===== config.mk =====
export PLATFORM = sky130hd
export DESIGN_NAME = lpic_cfg
export DESIGN_NICKNAME = d
export VERILOG_FILES = /design/src/rtl/lpic_pkg.sv /design/src/rtl/lpic_cfg.sv
export SDC_FILE = /design/constraint.sdc
export NUM_CORES = 1
export LEC_CHECK = 0
export ABC_AREA = 1
export BUFFER_PORTS_ARGS = -buffer_cell sky130_fd_sc_hd__buf_2
export CORE_ASPECT_RATIO = 0.75
export CORE_MARGIN = 2
export CORE_UTILIZATION = 45
export CTS_CLUSTER_SIZE = 14
export DETAILED_ROUTE_END_ITERATION = 8
export PLACE_DENSITY_LB_ADDON = 0.05
export SLEW_MARGIN = 20
export SYNTH_ARGS = -nofsm -noshare
export SYNTH_HDL_FRONTEND = slang
export SYNTH_SLANG_ARGS = --single-unit

===== constraint.sdc =====
create_clock -name clk_i -period 7.08 [get_ports clk_i]
set_clock_uncertainty 0.1 [all_clocks]
set_input_delay 2.124 -clock clk_i [delete_from_list [all_inputs] [get_ports clk_i]]
set_output_delay 2.124 -clock clk_i [all_outputs]
set_load 0.03 [all_outputs]

===== src/rtl/lpic_pkg.sv =====
// ----------------------------------------------------------------------------
// Local plane inlier counter package
// Shared widths, the configuration bundle and the item layout constants.
// ----------------------------------------------------------------------------
package lpic_pkg;

  localparam int unsigned CNT_W      = 17;
  localparam int unsigned CENTER_W   = 48;
  localparam int unsigned NORM_W     = 16;
  localparam int unsigned OFFSET_W   = 32;
  localparam int unsigned RAD_W      = 16;
  localparam int unsigned APB_ADDR_W = 6;
  localparam int unsigned APB_DATA_W = 64;

  // Queue between the front and the back part.
  localparam int unsigned FIFO_DEPTH = 4;
  localparam int unsigned FIFO_PTR_W = $clog2(FIFO_DEPTH);
  localparam int unsigned FIFO_CNT_W = $clog2(FIFO_DEPTH + 1);

  // Classification bits carried with each queued point:
  // three 16-bit distance magnitudes, the far flag and the last flag.
  localparam int unsigned CLASS_W = 3 * RAD_W + 2;

  typedef struct packed {
    logic signed [NORM_W-1:0]   normal_x;
    logic signed [NORM_W-1:0]   normal_y;
    logic signed [NORM_W-1:0]   normal_z;
    logic signed [OFFSET_W-1:0] plane_offset;
    logic [CENTER_W-1:0]        center_xyz;
    logic [RAD_W-1:0]           radius;
    logic [RAD_W-1:0]           threshold;
    logic                       update_en;
  } cfg_t;

endpackage


===== src/rtl/lpic_cfg.sv =====
// ----------------------------------------------------------------------------
// Local plane inlier counter configuration registers
// APB register file holding the plane hypothesis and the tracking enable.
// ----------------------------------------------------------------------------
module lpic_cfg (
  input  logic                               clk_i,
  input  logic                               rst_ni,
  input  logic                               psel,
  input  logic                               penable,
  input  logic                               pwrite,
  input  logic [lpic_pkg::APB_ADDR_W-1:0]    paddr,
  input  logic [lpic_pkg::APB_DATA_W-1:0]    pwdata,
  output logic [lpic_pkg::APB_DATA_W-1:0]    prdata,
  output logic                               pready,
  output lpic_pkg::cfg_t                     cfg_o,
  output logic                               clear_best_o
);
  import lpic_pkg::*;

  typedef enum logic [2:0] {
    RegNormalX  = 3'd0,
    RegNormalY  = 3'd1,
    RegNormalZ  = 3'd2,
    RegOffset   = 3'd3,
    RegCenter   = 3'd4,
    RegRadius   = 3'd5,
    RegThresh   = 3'd6,
    RegUpdateEn = 3'd7
  } reg_idx_e;

  cfg_t     cfg_q;
  cfg_t     cfg_d;
  reg_idx_e idx;
  logic     wr_en;

  assign pready       = 1'b1;
  assign idx          = reg_idx_e'(paddr[5:3]);
  assign wr_en        = psel & penable & pwrite & pready;
  // Any register write restarts the best-count record.
  assign clear_best_o = wr_en;
  assign cfg_o        = cfg_q;

  always_comb begin
    cfg_d = cfg_q;
    if (wr_en) begin
      case (idx)
        RegNormalX:  cfg_d.normal_x     = pwdata[NORM_W-1:0];
        RegNormalY:  cfg_d.normal_y     = pwdata[NORM_W-1:0];
        RegNormalZ:  cfg_d.normal_z     = pwdata[NORM_W-1:0];
        RegOffset:   cfg_d.plane_offset = pwdata[OFFSET_W-1:0];
        RegCenter:   cfg_d.center_xyz   = pwdata[CENTER_W-1:0];
        RegRadius:   cfg_d.radius       = pwdata[RAD_W-1:0];
        RegThresh:   cfg_d.threshold    = pwdata[RAD_W-1:0];
        RegUpdateEn: cfg_d.update_en    = pwdata[0];
        default:     cfg_d = cfg_q;
      endcase
    end
  end

  always_comb begin
    case (idx)
      RegNormalX:  prdata = APB_DATA_W'($unsigned(cfg_q.normal_x));
      RegNormalY:  prdata = APB_DATA_W'($unsigned(cfg_q.normal_y));
      RegNormalZ:  prdata = APB_DATA_W'($unsigned(cfg_q.normal_z));
      RegOffset:   prdata = APB_DATA_W'($unsigned(cfg_q.plane_offset));
      RegCenter:   prdata = APB_DATA_W'(cfg_q.center_xyz);
      RegRadius:   prdata = APB_DATA_W'(cfg_q.radius);
      RegThresh:   prdata = APB_DATA_W'(cfg_q.threshold);
      RegUpdateEn: prdata = APB_DATA_W'(cfg_q.update_en);
      default:     prdata = '0;
    endcase
  end

  always_ff @(posedge clk_i or negedge rst_ni) begin
    if (!rst_ni) begin
      cfg_q <= '{normal_x: '0, normal_y: '0, normal_z: 16'sd16384,
                 plane_offset: '0, center_xyz: '0, radius: '0,
                 threshold: '0, update_en: 1'b1};
    end else begin
      cfg_q <= cfg_d;
    end
  end

endmodule


Word-level counts from Yosys, hierarchy flattened --
Index checks and enable logic that the tools add are counted.
Word-level totals: register bits 161, input bits 75, output and inout port bits 227, word-level logic and storage cells 27
Operators by class: eq/ne operators 7, muxes and demuxes 1, bitwise operators 2, reductions and logical operators 9
Operators by type and width (count):
- 64-bit case mux with 8 select lines | 1
- 2-bit AND reduction | 8
- 3-bit == test, second input constant | 4
- 3-bit by 2-bit == test with 1-bit output, second input constant | 2
- 3-bit by 1-bit == test with 1-bit output, second input constant | 1
- 3-bit logical NOT | 1
- 1-bit bitwise AND | 2

Longest topological paths before layout --
word-level depth 3, mapped depth 8, gate-level depth less buffers 5

Worst setup path after synthesis --
No wires, ideal clock.
kind input port to output port, start input port paddr[4] (netlist bit), end output port prdata[16] (netlist bit), arrival 3475 ps, data required time 4856 ps, slack 1381 ps, cell stages on the path 5, path buffers 2, cell sequence buf_4 -> nor2_4 -> nand2_2 -> clkbuf_1 -> o21ai_0
Between the ends: longest elaborated chain between the ends 2, elaborated cells on any way between the ends 9, those cells by class 7 x eq/ne; 1 x mux; 1 x reduce/logical
Ends and longest elaborated chain:
- start, declared | RTL line lpic_cfg.sv:11 | input logic [lpic_pkg::APB_ADDR_W-1:0] paddr,
- 3-bit == test, or another cell as far along | RTL line lpic_cfg.sv:61 | case (idx)
- 64-bit case mux with 8 select lines (*) | RTL line lpic_cfg.sv:61
- end, declared | RTL line lpic_cfg.sv:13 | output logic [lpic_pkg::APB_DATA_W-1:0] prdata,
Mark *: on every way between the ends. The rest lies on a longest branch, timed or not. The select of a mux whose other input is x is not followed.

Final worst setup path --
start input port paddr[4] (netlist bit), end output port prdata[14] (netlist bit)
Same word-level chain as after synthesis.

==> impl_metrics.env <==
export IMPL_outcome="complete, no violations"
export IMPL_reg2reg_depth=2
export IMPL_p_leak_nw=5.11
export IMPL_synth_ff_type="dfrtp_1"
export IMPL_drv_cap=0
export IMPL_slew_headroom_pct=32.4
export IMPL_cts_root_buf="clkbuf_16"
export IMPL_crit_buf_inv=3
export IMPL_syn_cell_area_um2=7470
export IMPL_power_density_nw_per_um2=350
export IMPL_cp_start_kind="input port"
export IMPL_die_y_um=116
export IMPL_syn_area_per_cell_um2=8.10
export IMPL_synth_edf_count=0
export IMPL_clk_pin_slew_ns=0.06
export IMPL_rsz0062_at_grt="false"
export IMPL_most_common_layout_cells="buf_2 (264), nand2_1 (213), dfrtp_1 (159)"
export IMPL_hpwl_um=17000
export IMPL_hold_buffers=0
export IMPL_syn_to_final_growth_pct=26.9
export IMPL_netlist_instances=922
export IMPL_crit_family="buffers and inverters"
export IMPL_grt_pass1_wl_um=35900
export IMPL_critPathMaxFanout=37
export IMPL_placementRows=40
export IMPL_fin_tns_setup_ns=0
export IMPL_slowest_delay_ns=0.58
export IMPL_fin_util_pct=58.8
export IMPL_setup_viol=0
export IMPL_clkSinkCount=161
export IMPL_numCtsBuffers=17
export IMPL_place_inst=1346
export IMPL_r2r_start="cfg_o[127]"
export IMPL_worstHoldEndpoint="cfg_o[105]"
export IMPL_slowest_stage="buf_2"
export IMPL_clk_latency_ns=0.41
export IMPL_htreeDepth=4
export IMPL_io_pins=302
export IMPL_drtAntennaViolNets=0
export IMPL_post_cts_buffers=0
export IMPL_r2r_end="cfg_o[127]"
export IMPL_reg2reg_slack_ns=6.17
export IMPL_start_util_pct=46.3
export IMPL_coreArea_um2=16100
export IMPL_synthXorXnorAreaFrac_pct=0
export IMPL_die_area_um2=17700
export IMPL_ys_async_sr_fraction_pct=100
export IMPL_synthAdderAreaFrac_pct=0
export IMPL_wire_per_inst_um=17.6
export IMPL_synth_seq_area_share_pct=54.0
export IMPL_gp_congestion=0.877
export IMPL_worstHoldStart="cfg_o[105]"
export IMPL_dr_pass1_iters=5
export IMPL_instances_no_fill=1379
export IMPL_layout_drive_gt1_share_pct=27.8
export IMPL_whs_ns=0.391
export IMPL_antenna_found_initial=1
export IMPL_ys_types=25
export IMPL_required_ns=4.86
export IMPL_num_vias=7124
export IMPL_holdPathStages=2
export IMPL_drt_iter0_markers=767
export IMPL_fmax_mhz=161
export IMPL_fin_crit_ns=6.23
export IMPL_vias_per_cell=5.17
export IMPL_dp_slack_ns=0.914
export IMPL_synth_compound_area_share_pct=10.8
export IMPL_grtUsageTotal_pct=26.9
export IMPL_final_common_cell="buf_2"
export IMPL_min_path_type="flop to flop"
export IMPL_synth_top_family_by_area="simple AND/OR/NAND/NOR gates"
export IMPL_fin_nets=1231
export IMPL_cp_arrival_ns=4.00
export IMPL_setup_ws_ns=0.852
export IMPL_largest_reg_flops=161
export IMPL_ir_worst_vdd_mv=0.167
export IMPL_slew_violations=0
export IMPL_grt_max_degree=110
export IMPL_hold_violations=0
export IMPL_synthSimpleGateAreaFrac_pct=25.5
export IMPL_grt_overflow=0
export IMPL_grt_pass1_vias=6203
export IMPL_fill_cells=1555
export IMPL_yosysWarnings=0
export IMPL_diodes=0
export IMPL_cts_tree="done"
export IMPL_worstPathCellList="buf_2, inv_4, nand3_2, nor2_1, nor2_1, nand3_1, buf_2"
export IMPL_io_buffers=265
export IMPL_wirelength_um=24300
export IMPL_end_kind="primary output"
export IMPL_cts_resized=0
export IMPL_synthMuxAreaShare_pct=0
export IMPL_tightest_slew_ns=1.01
export IMPL_die_width_um=153
export IMPL_crit_type="input port to primary output"
export IMPL_ys_seq_elements=161
export IMPL_fin_crit_sh_pct=88.0
export IMPL_drc=0
export IMPL_clk_path_buf_depth=2
## cell type report
cell class | instances | area (um^2) | area share, %
Clock inverter | 12 | 181 | 1.91
Multi-Input combinational cell | 615 | 2780 | 29.3
Sequential cell | 161 | 4030 | 42.5
Inverter | 83 | 314 | 3.31
Timing Repair Buffer | 278 | 1450 | 15.3
Tap cell | 210 | 263 | 2.77
Clock buffer | 20 | 457 | 4.82
## kinds of logic after synthesis
family | count (synthesis)
AOI/OAI and AO/OA | 161
buffers and inverters | 161
DFF | 161
other | 2
and+or+nand+nor | 437
## through the flow
step / power, mW / cell area, um^2
5_1_grt: 3.47 / 9480
4_1_cts: 3.34 / 9440
3_3_place_gp: 2.33 / 8800
2_1_floorplan: 1.97 / 7520
3_5_place_dp: 2.34 / 8800
6_report: 3.32 / 9480
## synth_stat cells, types with 3 or more instances
master	n	area, um^2
nor2_1	111	417
o21ai_1	17	85.1
clkbuf_1	25	93.8
o21ai_0	112	561
nand2_1	213	800
inv_1	80	300
buf_1	5	18.8
a21oi_1	32	160
nand4_1	50	313
buf_2	25	125
nand3_2	3	30.0
nand3_1	49	245
dfrtp_1	159	3980
buf_4	22	165
## how the worst max path moves through the flow
stage                  to  slack, ns  cells after the start      from
3_5_place_dp   prdata[30]       0.91                      7  paddr[4]
2_1_floorplan  prdata[16]       1.38                      5  paddr[4]
3_3_place_gp   prdata[30]       0.90                      7  paddr[4]
4_1_cts        prdata[17]       0.86                      7  paddr[4]
5_1_grt        prdata[17]       0.69                      7  paddr[4]
6_report       prdata[14]       0.85                      7  paddr[4]
## routing by layer
layer  GRT usage [%]  routed length, um  vias up
li1                -                  -     3412
met1            38.5              10700     3354
met2            38.8              10700      326
met3            8.45               2300       32
met4            9.57                576        0
met5               0                  0        -
## report_power, final
group          switching (mW)  internal (mW)  total (mW)
clock network           0.383          0.611       0.994
logic                   0.791          0.274        1.07
registers               0.145           1.12        1.26
total                    1.32           2.00        3.32
## tightest hold or removal path: stages, from the launching register on
cell and delay [ns]:
dfrtp_1 0.36, nand2_1 0.06, nand2_1 0.05
No activity file was read; power rests on OpenSTA's default activity.
