## src/rtl/lpic_pkg.sv

```systemverilog
// ----------------------------------------------------------------------------
// Local plane inlier counter package
// Shared widths, the configuration bundle and the item layout constants.
// ----------------------------------------------------------------------------
package lpic_pkg;

  localparam int unsigned CNT_W      = 17;
  localparam int unsigned CENTER_W   = 48;
  localparam int unsigned NORM_W     = 16;
  localparam int unsigned OFFSET_W   = 32;
  localparam int unsigned RAD_W      = 16;
  localparam int unsigned APB_ADDR_W = 6;
  localparam int unsigned APB_DATA_W = 64;

  // Queue between the front and the back part.
  localparam int unsigned FIFO_DEPTH = 4;
  localparam int unsigned FIFO_PTR_W = $clog2(FIFO_DEPTH);
  localparam int unsigned FIFO_CNT_W = $clog2(FIFO_DEPTH + 1);

  // Classification bits carried with each queued point:
  // three 16-bit distance magnitudes, the far flag and the last flag.
  localparam int unsigned CLASS_W = 3 * RAD_W + 2;

  typedef struct packed {
    logic signed [NORM_W-1:0]   normal_x;
    logic signed [NORM_W-1:0]   normal_y;
    logic signed [NORM_W-1:0]   normal_z;
    logic signed [OFFSET_W-1:0] plane_offset;
    logic [CENTER_W-1:0]        center_xyz;
    logic [RAD_W-1:0]           radius;
    logic [RAD_W-1:0]           threshold;
    logic                       update_en;
  } cfg_t;

endpackage

```

## src/rtl/lpic_fifo.sv

```systemverilog
// ----------------------------------------------------------------------------
// Local plane inlier counter queue
// Small first-in first-out buffer between the front and the back part.
// ----------------------------------------------------------------------------
module lpic_fifo #(
  parameter int unsigned DATA_W = 98
) (
  input  logic              clk_i,
  input  logic              rst_ni,
  input  logic              push_i,
  input  logic [DATA_W-1:0] data_i,
  output logic              full_o,
  input  logic              pop_i,
  output logic              valid_o,
  output logic [DATA_W-1:0] data_o
);
  import lpic_pkg::*;

  logic [DATA_W-1:0]     mem_q [FIFO_DEPTH];
  logic [FIFO_PTR_W-1:0] wr_ptr_q;
  logic [FIFO_PTR_W-1:0] rd_ptr_q;
  logic [FIFO_CNT_W-1:0] cnt_q;
  logic                  do_push;
  logic                  do_pop;

  assign full_o  = (cnt_q == FIFO_CNT_W'(FIFO_DEPTH));
  assign valid_o = (cnt_q != '0);
  assign data_o  = mem_q[rd_ptr_q];
  assign do_push = push_i & ~full_o;
  assign do_pop  = pop_i & valid_o;

  always_ff @(posedge clk_i) begin
    if (do_push) begin
      mem_q[wr_ptr_q] <= data_i;
    end
  end

  always_ff @(posedge clk_i or negedge rst_ni) begin
    if (!rst_ni) begin
      wr_ptr_q <= '0;
      rd_ptr_q <= '0;
      cnt_q    <= '0;
    end else begin
      if (do_push) begin
        wr_ptr_q <= wr_ptr_q + 1'b1;
      end
      if (do_pop) begin
        rd_ptr_q <= rd_ptr_q + 1'b1;
      end
      if (do_push && !do_pop) begin
        cnt_q <= cnt_q + 1'b1;
      end else if (do_pop && !do_push) begin
        cnt_q <= cnt_q - 1'b1;
      end
    end
  end

endmodule

```

## src/rtl/lpic_front.sv

```systemverilog
// ----------------------------------------------------------------------------
// Local plane inlier counter front part
// Accepts points, measures per-axis distance to the center and queues them.
// ----------------------------------------------------------------------------
module lpic_front #(
  parameter int unsigned COORD_BITS = 16
) (
  input  logic                                         clk_i,
  input  logic                                         rst_ni,
  input  logic                                         in_valid_i,
  output logic                                         in_stall_o,
  input  logic signed [COORD_BITS-1:0]                 point_x_i,
  input  logic signed [COORD_BITS-1:0]                 point_y_i,
  input  logic signed [COORD_BITS-1:0]                 point_z_i,
  input  logic                                         last_point_i,
  input  lpic_pkg::cfg_t                               cfg_i,
  input  logic                                         q_pop_i,
  output logic                                         q_valid_o,
  output logic [3*COORD_BITS+lpic_pkg::CLASS_W-1:0]    q_data_o
);
  import lpic_pkg::*;

  localparam int unsigned ItemW = 3 * COORD_BITS + CLASS_W;
  localparam int unsigned DiffW = ((COORD_BITS > RAD_W) ? COORD_BITS : RAD_W) + 1;

  logic signed [COORD_BITS-1:0] pt   [3];
  logic signed [RAD_W-1:0]      ctr  [3];
  logic signed [DiffW-1:0]      diff [3];
  logic [DiffW-1:0]             mag  [3];
  logic [2:0]                   far_ax;
  logic [ItemW-1:0]             item;
  logic                         full;

  assign pt[0]  = point_x_i;
  assign pt[1]  = point_y_i;
  assign pt[2]  = point_z_i;
  assign ctr[0] = cfg_i.center_xyz[15:0];
  assign ctr[1] = cfg_i.center_xyz[31:16];
  assign ctr[2] = cfg_i.center_xyz[47:32];

  // A point farther than the radius along any axis is an outlier; this also
  // keeps the squared distances within 16-bit magnitudes.
  always_comb begin
    for (int i = 0; i < 3; i++) begin
      diff[i]   = DiffW'(pt[i]) - DiffW'(ctr[i]);
      mag[i]    = diff[i][DiffW-1] ? DiffW'(-diff[i]) : DiffW'(diff[i]);
      far_ax[i] = mag[i] > DiffW'(cfg_i.radius);
    end
  end

  assign item = {point_x_i, point_y_i, point_z_i, last_point_i, |far_ax,
                 mag[0][RAD_W-1:0], mag[1][RAD_W-1:0], mag[2][RAD_W-1:0]};

  assign in_stall_o = full;

  lpic_fifo #(
    .DATA_W(ItemW)
  ) u_fifo (
    .clk_i  (clk_i),
    .rst_ni (rst_ni),
    .push_i (in_valid_i),
    .data_i (item),
    .full_o (full),
    .pop_i  (q_pop_i),
    .valid_o(q_valid_o),
    .data_o (q_data_o)
  );

endmodule

```

## config.mk

```make
export PLATFORM = sky130hd
export DESIGN_NAME = lpic_front
export DESIGN_NICKNAME = d
export VERILOG_FILES = /design/src/rtl/lpic_pkg.sv /design/src/rtl/lpic_fifo.sv /design/src/rtl/lpic_front.sv
export SDC_FILE = /design/constraint.sdc
export NUM_CORES = 1
export LEC_CHECK = 0
export ABC_AREA = 1
export BUFFER_PORTS_ARGS = -buffer_cell sky130_fd_sc_hd__buf_4
export CORE_MARGIN = 4
export CORE_UTILIZATION = 31
export DETAILED_ROUTE_END_ITERATION = 6
export PLACE_DENSITY = 0.54
export SLEW_MARGIN = 15
export SYNTH_ARGS = -nofsm -noshare
export SYNTH_HDL_FRONTEND = slang
export SYNTH_SLANG_ARGS = --single-unit
```

## constraint.sdc

```tcl
create_clock -name clk_i -period 13.3 [get_ports clk_i]
set_input_delay 1.995 -clock clk_i [delete_from_list [all_inputs] [get_ports clk_i]]
set_output_delay 1.995 -clock clk_i [all_outputs]
set_load 0.05 [all_outputs]
```

# Word-level counts from Yosys, hierarchy flattened
# Memories as Yosys holds them, arrays and structs flattened.
# Index checks and enable logic that the tools add are counted.
[totals]
n_memories = 1
out_inout_bits = 100
in_bits = 214
ram_bits = 392
reg_bits = 7
elab_cells = 35
[classes]
mux = 7
order_cmp = 3
n_addsub = 10
n_reduce_logical = 7
bitwise = 3
eq_ne = 1
[mem_list]
columns = ["memory", "words", "width", "read_ports", "rd_clocked_by_memory_dff", "write_ports", "line", "rtl"]
rows = [
  ["u_fifo.mem_q", 4, 98, 1, 0, 1, "lpic_fifo.sv:19", "logic [DATA_W-1:0] mem_q [FIFO_DEPTH];"],
]
[op_table]
columns = ["cell", "n"]
rows = [
  ["greater-than comparator 17 x 16 -> 1 bit", 3],
  ["two-way mux 17 bit", 3],
  ["negator 17 bit", 3],
  ["subtractor 16 x 16 -> 17 bit", 3],
  ["two-way mux 3 bit", 2],
  ["adder 2 x 1 -> 2 bit (second input constant)", 2],
  ["adder 3 x 1 -> 3 bit (second input constant)", 1],
  ["equality test 3 bit (second input constant)", 1],
  ["nonzero test 3 bit", 1],
  ["OR reduction 3 bit", 1],
  ["subtractor 3 x 1 -> 3 bit (second input constant)", 1],
  ["bitwise AND 1 bit", 2],
  ["logical AND 1 bit", 2],
  ["logical NOT 1 bit", 2],
  ["two-way mux 1 bit", 2],
  ["nonzero test 2 bit", 1],
  ["inverter 1 bit", 1],
]

# Longest topological paths before layout
[depth]
depth_word = 7
mapped_depth = 34
ltp_nobuf = 33

# Modules after synthesis
# Synthesis repeated with hierarchy kept, for this count alone.
[unflattened]
hier_cells = 2205
hier_area_um2 = 21343.0
[modules_own_cells]
columns = ["module", "area_each_um2", "instances", "cells_per_inst", "seq_area_each_um2"]
rows = [
  ["lpic_fifo", 15934.0, 1, 1203, 11946.5],
  ["lpic_front", 5408.9, 1, 1002, 0.0],
]

# Least setup slack after synthesis
# No wires, ideal clock.
[synth_path]
kind = "input port to flip-flop"
startpoint = "input port in_valid_i"
endpoint = "memory u_fifo.mem_q[0][0] (enable)"
setup_ns = 0.556
setup_slack_ns = 6.279
cell_stages = 4
n_path_buf = 0
t_required_ns = 12.744
t_arrival_ns = 6.466
path_cell_list = "inv_1 -> nor2_1 -> inv_1 -> nor2_1"
[synth_between]
elab_chain_len = 3
[synth_lines]
columns = ["item", "line", "rtl"]
rows = [
  ["start, declared", "lpic_front.sv:10", "input logic in_valid_i,"],
  ["bitwise AND 1 bit", "lpic_fifo.sv:29", "assign do_push = push_i & ~full_o;"],
  ["net u_fifo.do_push", "lpic_fifo.sv:23", "logic do_push;"],
  ["two-way mux 1 bit", "lpic_fifo.sv:33", "if (do_push) begin"],
  ["two-way mux 1 bit (not written as such)", "lpic_fifo.sv:34", "mem_q[wr_ptr_q] <= data_i;"],
  ["end, declared", "lpic_fifo.sv:19", ""],
]
# The timed path passes the listed nets, and every way through them passes these cells.

# Worst setup path in the final report
[layout_path]
startpoint = "register u_fifo.rd_ptr_q[0]"
endpoint = "output port q_data_o[22] in the netlist's numbering"
[layout_between]
elab_chain_len = 1
[layout_lines]
columns = ["item", "line", "rtl"]
rows = [
  ["start, declared", "lpic_fifo.sv:21", "logic [FIFO_PTR_W-1:0] rd_ptr_q;"],
  ["start signal, assigned", "lpic_fifo.sv:48", "rd_ptr_q <= rd_ptr_q + 1'b1;"],
  ["memory (4 x 98 bit)", "n/a", ""],
  ["end, declared", "lpic_front.sv:19", "output logic [3*COORD_BITS+lpic_pkg::CLASS_W-1:0] q_data_o"],
]
# Every way passes these cells.

==> out/qor.yml <==
pwr:
  ir_drop_mv: 0.1315
  pwr-share-comb_pct: 46.6
  seqPwrFrac_pct: 31.1
  p_per_area_mw_per_mm2: 240.6
  p_int_mw: 3.231
  p_switching_mw: 2.627
  clockPowerShare_pct: 22.3
  switching_share_pct: 44.85
  power_leakage_nw: 10.00
synthesis:
  synth_area_leaders: "edfxtp_1 58%, nand2_1 6.5%, ha_1 6.4%"
  ys_ff_latch: 399
  synth.distinct_cells: 39
  synth_area_per_cell_um2: 9.986
  ys_seq_area_share_pct: 59.02
  netlist.area_leader.share_pct: 58.16
  synth_ff_type: "edfxtp_1"
  synth_area_mm2: 0.02024
  synth_edf_count: 392
  syn-num-nets: 2349
  syn_inst: 2027
  synth-warning-count: 0
  synth_top_area_cell: "edfxtp_1"
  synthArstFlopShare_pct: 1.754
timing:
  worstMarginPinSlew_ns: 1.067
  max_freq_ghz: 0.1767
  fin_crit_sh_pct: 42.56
  fin_worst_skew_ns: 0.01800
  setup_viol: 0
  slew_headroom_pct: 28.86
  fin_tns_setup_ns: 0
  slew_viol_final: 0
  fin_crit_ns: 5.660
  timing.hold.ws_ns: 0.5410
  timing_hold_violations_final: 0
  rsz0062_at_grt: "no"
clock_network:
  cts_max_path_buffers: 3
  cts_resized: 0
  postCtsSetupBuffers: 0
  clk_pin_slew_ns: 0.06
  cts_buffers: 46
  cts_hold_buf: 0
  clk_latency_ns: 0.57
  clock_sinks: 399
  cts-root-buf: "clkbuf_16"
  htree_levels: 2
  cts_tree: "yes"
placement:
  place.gp.congestion: 0.8558
  dp_hpwl_um: 38860
  portBuffers: 216
worst_setup_path:
  worstSetupStartpointType: "flop"
  path_cells: "inv_6 -> buf_4 -> o21ai_0 -> o22ai_1 -> buf_4"
  cp_common_cell: "buf_4"
  critPathArrivalTime_ns: 3.67
  end_kind: "output port"
  critPathKind: "flop to output port"
  cpPeakStageDelay_ns: 0.84
  critical_path_required_ns: 11.31
  slowest_stage: "buf_4"
  cp_max_fo: 112
routing:
  ant_nets: 0
  drc: 0
  drt-vias-per-instance: 4.821
  wl_per_cell_um: 18.51
  firstDrtPassIters: 5
  routed_wl_um: 57840
  drtIter0Drc: 867
  num_vias: 15070
cells_and_area:
  nets: 2558
  final_common_cell: "edfxtp_1"
  drive_gt1_share_pct: 15.29
  nFillCells: 6404
  final_cell_mix: "392 x edfxtp_1, 351 x nand2_1, 297 x nor2_1, 230 x inv_1, 229 x buf_4"
  area_growth_pct: 20.26
die:
  start_util_pct: 31.34
  dieHeight_um: 263.5
  placementRows: 93
  die_w_um: 263.5
  die_area_mm2: 0.06945
  core-area_mm2: 0.06458
  ioPinCount: 314
worst_hold_path:
  hold_path_class: "flop to flop"
global_routing:
  overflow: 0
  antenna_found_initial: 1
  grt_start_max_net_pins: 113
  grt_pass1_wl_um: 87840
  grtUsageTotal_pct: 16.20
  grt_pass1_vias: 15060
job:
  cap_violations: 0
run_status:
  status: "complete, no violations"
## worst max-delay path, delay by kind of cell (launching register included)
family | cells | cell delay (ns)
buf+inv | 3 | 1.79
compound gates | 2 | 0.50
flops | 1 | 0.67
## path summary, 6_finish.rpt
| path | start | to | slack, ns | cells after the start |
|---|---|---|---|---|
| min in group asynchronous | rst_ni | u_fifo.wr_ptr_q[1] | 1.24 | 1 |
| min reg2reg | u_fifo.wr_ptr_q[0] | u_fifo.wr_ptr_q[0] | 0.54 | 1 |
| max reg2reg | u_fifo.cnt_q[2] | u_fifo.mem_q[3][10] | 10.84 | 6 |
| min | u_fifo.wr_ptr_q[0] | u_fifo.wr_ptr_q[0] | 0.54 | 1 |
| max in group asynchronous | rst_ni | u_fifo.rd_ptr_q[0] | 11.92 | 1 |
| max | u_fifo.rd_ptr_q[0] | q_data_o[22] | 7.64 | 5 |
## flip-flops by register name, summed over array words and instances (netlist names)
register,cells
u_fifo.wr_ptr_q,2
u_fifo.mem_q,392
u_fifo.cnt_q,3
u_fifo.rd_ptr_q,2
## kinds of logic (layout without fill, tap and decap cells)
| logic type | count (synthesis) | count (layout) | synth area share [%] |
|---|---|---|---|
| fa+ha+maj | 108 | 108 | 6.825 |
| xor+xnor | 43 | 43 | 1.935 |
| compound gates | 380 | 380 | 10.24 |
| flops | 399 | 399 | 59.02 |
| simple gates | 792 | 792 | 16.09 |
| other cells | 0 | 1 | 0 |
| buf+inv | 304 | 546 | 5.829 |
| mux | 1 | 1 | 0.05563 |
## synthesized netlist by cell type, types with 3 or more instances
| cell | n |
|---|---|
| ha_1 | 104 |
| xor2_1 | 30 |
| buf_2 | 10 |
| dfrtp_1 | 7 |
| nor3_1 | 10 |
| nand2_1 | 351 |
| inv_1 | 231 |
| nand3b_1 | 10 |
| nor2_2 | 5 |
| o21bai_1 | 3 |
| and2_1 | 3 |
| inv_2 | 4 |
| xnor2_1 | 11 |
| edfxtp_1 | 392 |
| nand4_1 | 12 |
| fa_1 | 4 |
| nor2_1 | 301 |
| a21oi_2 | 3 |
| o21ai_0 | 214 |
| nand2_2 | 13 |
| nand3_2 | 6 |
| a21oi_1 | 52 |
| clkbuf_1 | 54 |
| a21o_1 | 3 |
| buf_6 | 3 |
| nand3_1 | 79 |
| o22ai_1 | 98 |
## final cells by class
class,instances,area [µm²],area share [%]
sequential,399,11950,49.10
clock buffer,56,1272,5.227
tap,855,1070,4.395
timing repair buffer,229,1719,7.062
inverter,236,890.9,3.660
antenna,1,2.502,0.01028
clock inverter,25,291.5,1.198
multi-input combinational,1324,7144,29.35
## metal layers
| metal | vias up | wire (µm) | track usage, % |
|---|---|---|---|
| met5 | - | 20 | 0 |
| met4 | 2 | 1221 | 4.249 |
| li1 | 7389 | - | - |
| met2 | 345 | 28020 | 27.95 |
| met3 | 75 | 2997 | 2.710 |
| met1 | 7254 | 25590 | 21.22 |
## stage by stage
stage	power (mW)	cells	utilization (%)	cell area [µm²]	setup WS, ns
4_1_cts	5.964	3124	37.69	24340	7.515
2_1_floorplan	3.707	2027	-	20240	6.279
3_3_place_gp	4.590	3043	35.27	22780	7.323
5_1_grt	6.205	3124	37.69	24340	7.263
6_report	5.858	3125	37.69	24340	7.640
3_5_place_dp	4.635	3043	35.27	22780	7.247
## power groups by stage
stage / clock network (mW) / logic [mW] / registers [mW]
after floorplan: 0 / 1.87 / 1.83
after global placement: 0 / 2.75 / 1.84
after detailed placement: 0 / 2.78 / 1.85
after CTS: 1.35 / 2.79 / 1.83
after global routing: 1.40 / 2.96 / 1.85
final: 1.31 / 2.73 / 1.82
No activity file was read; power rests on OpenSTA's default activity.
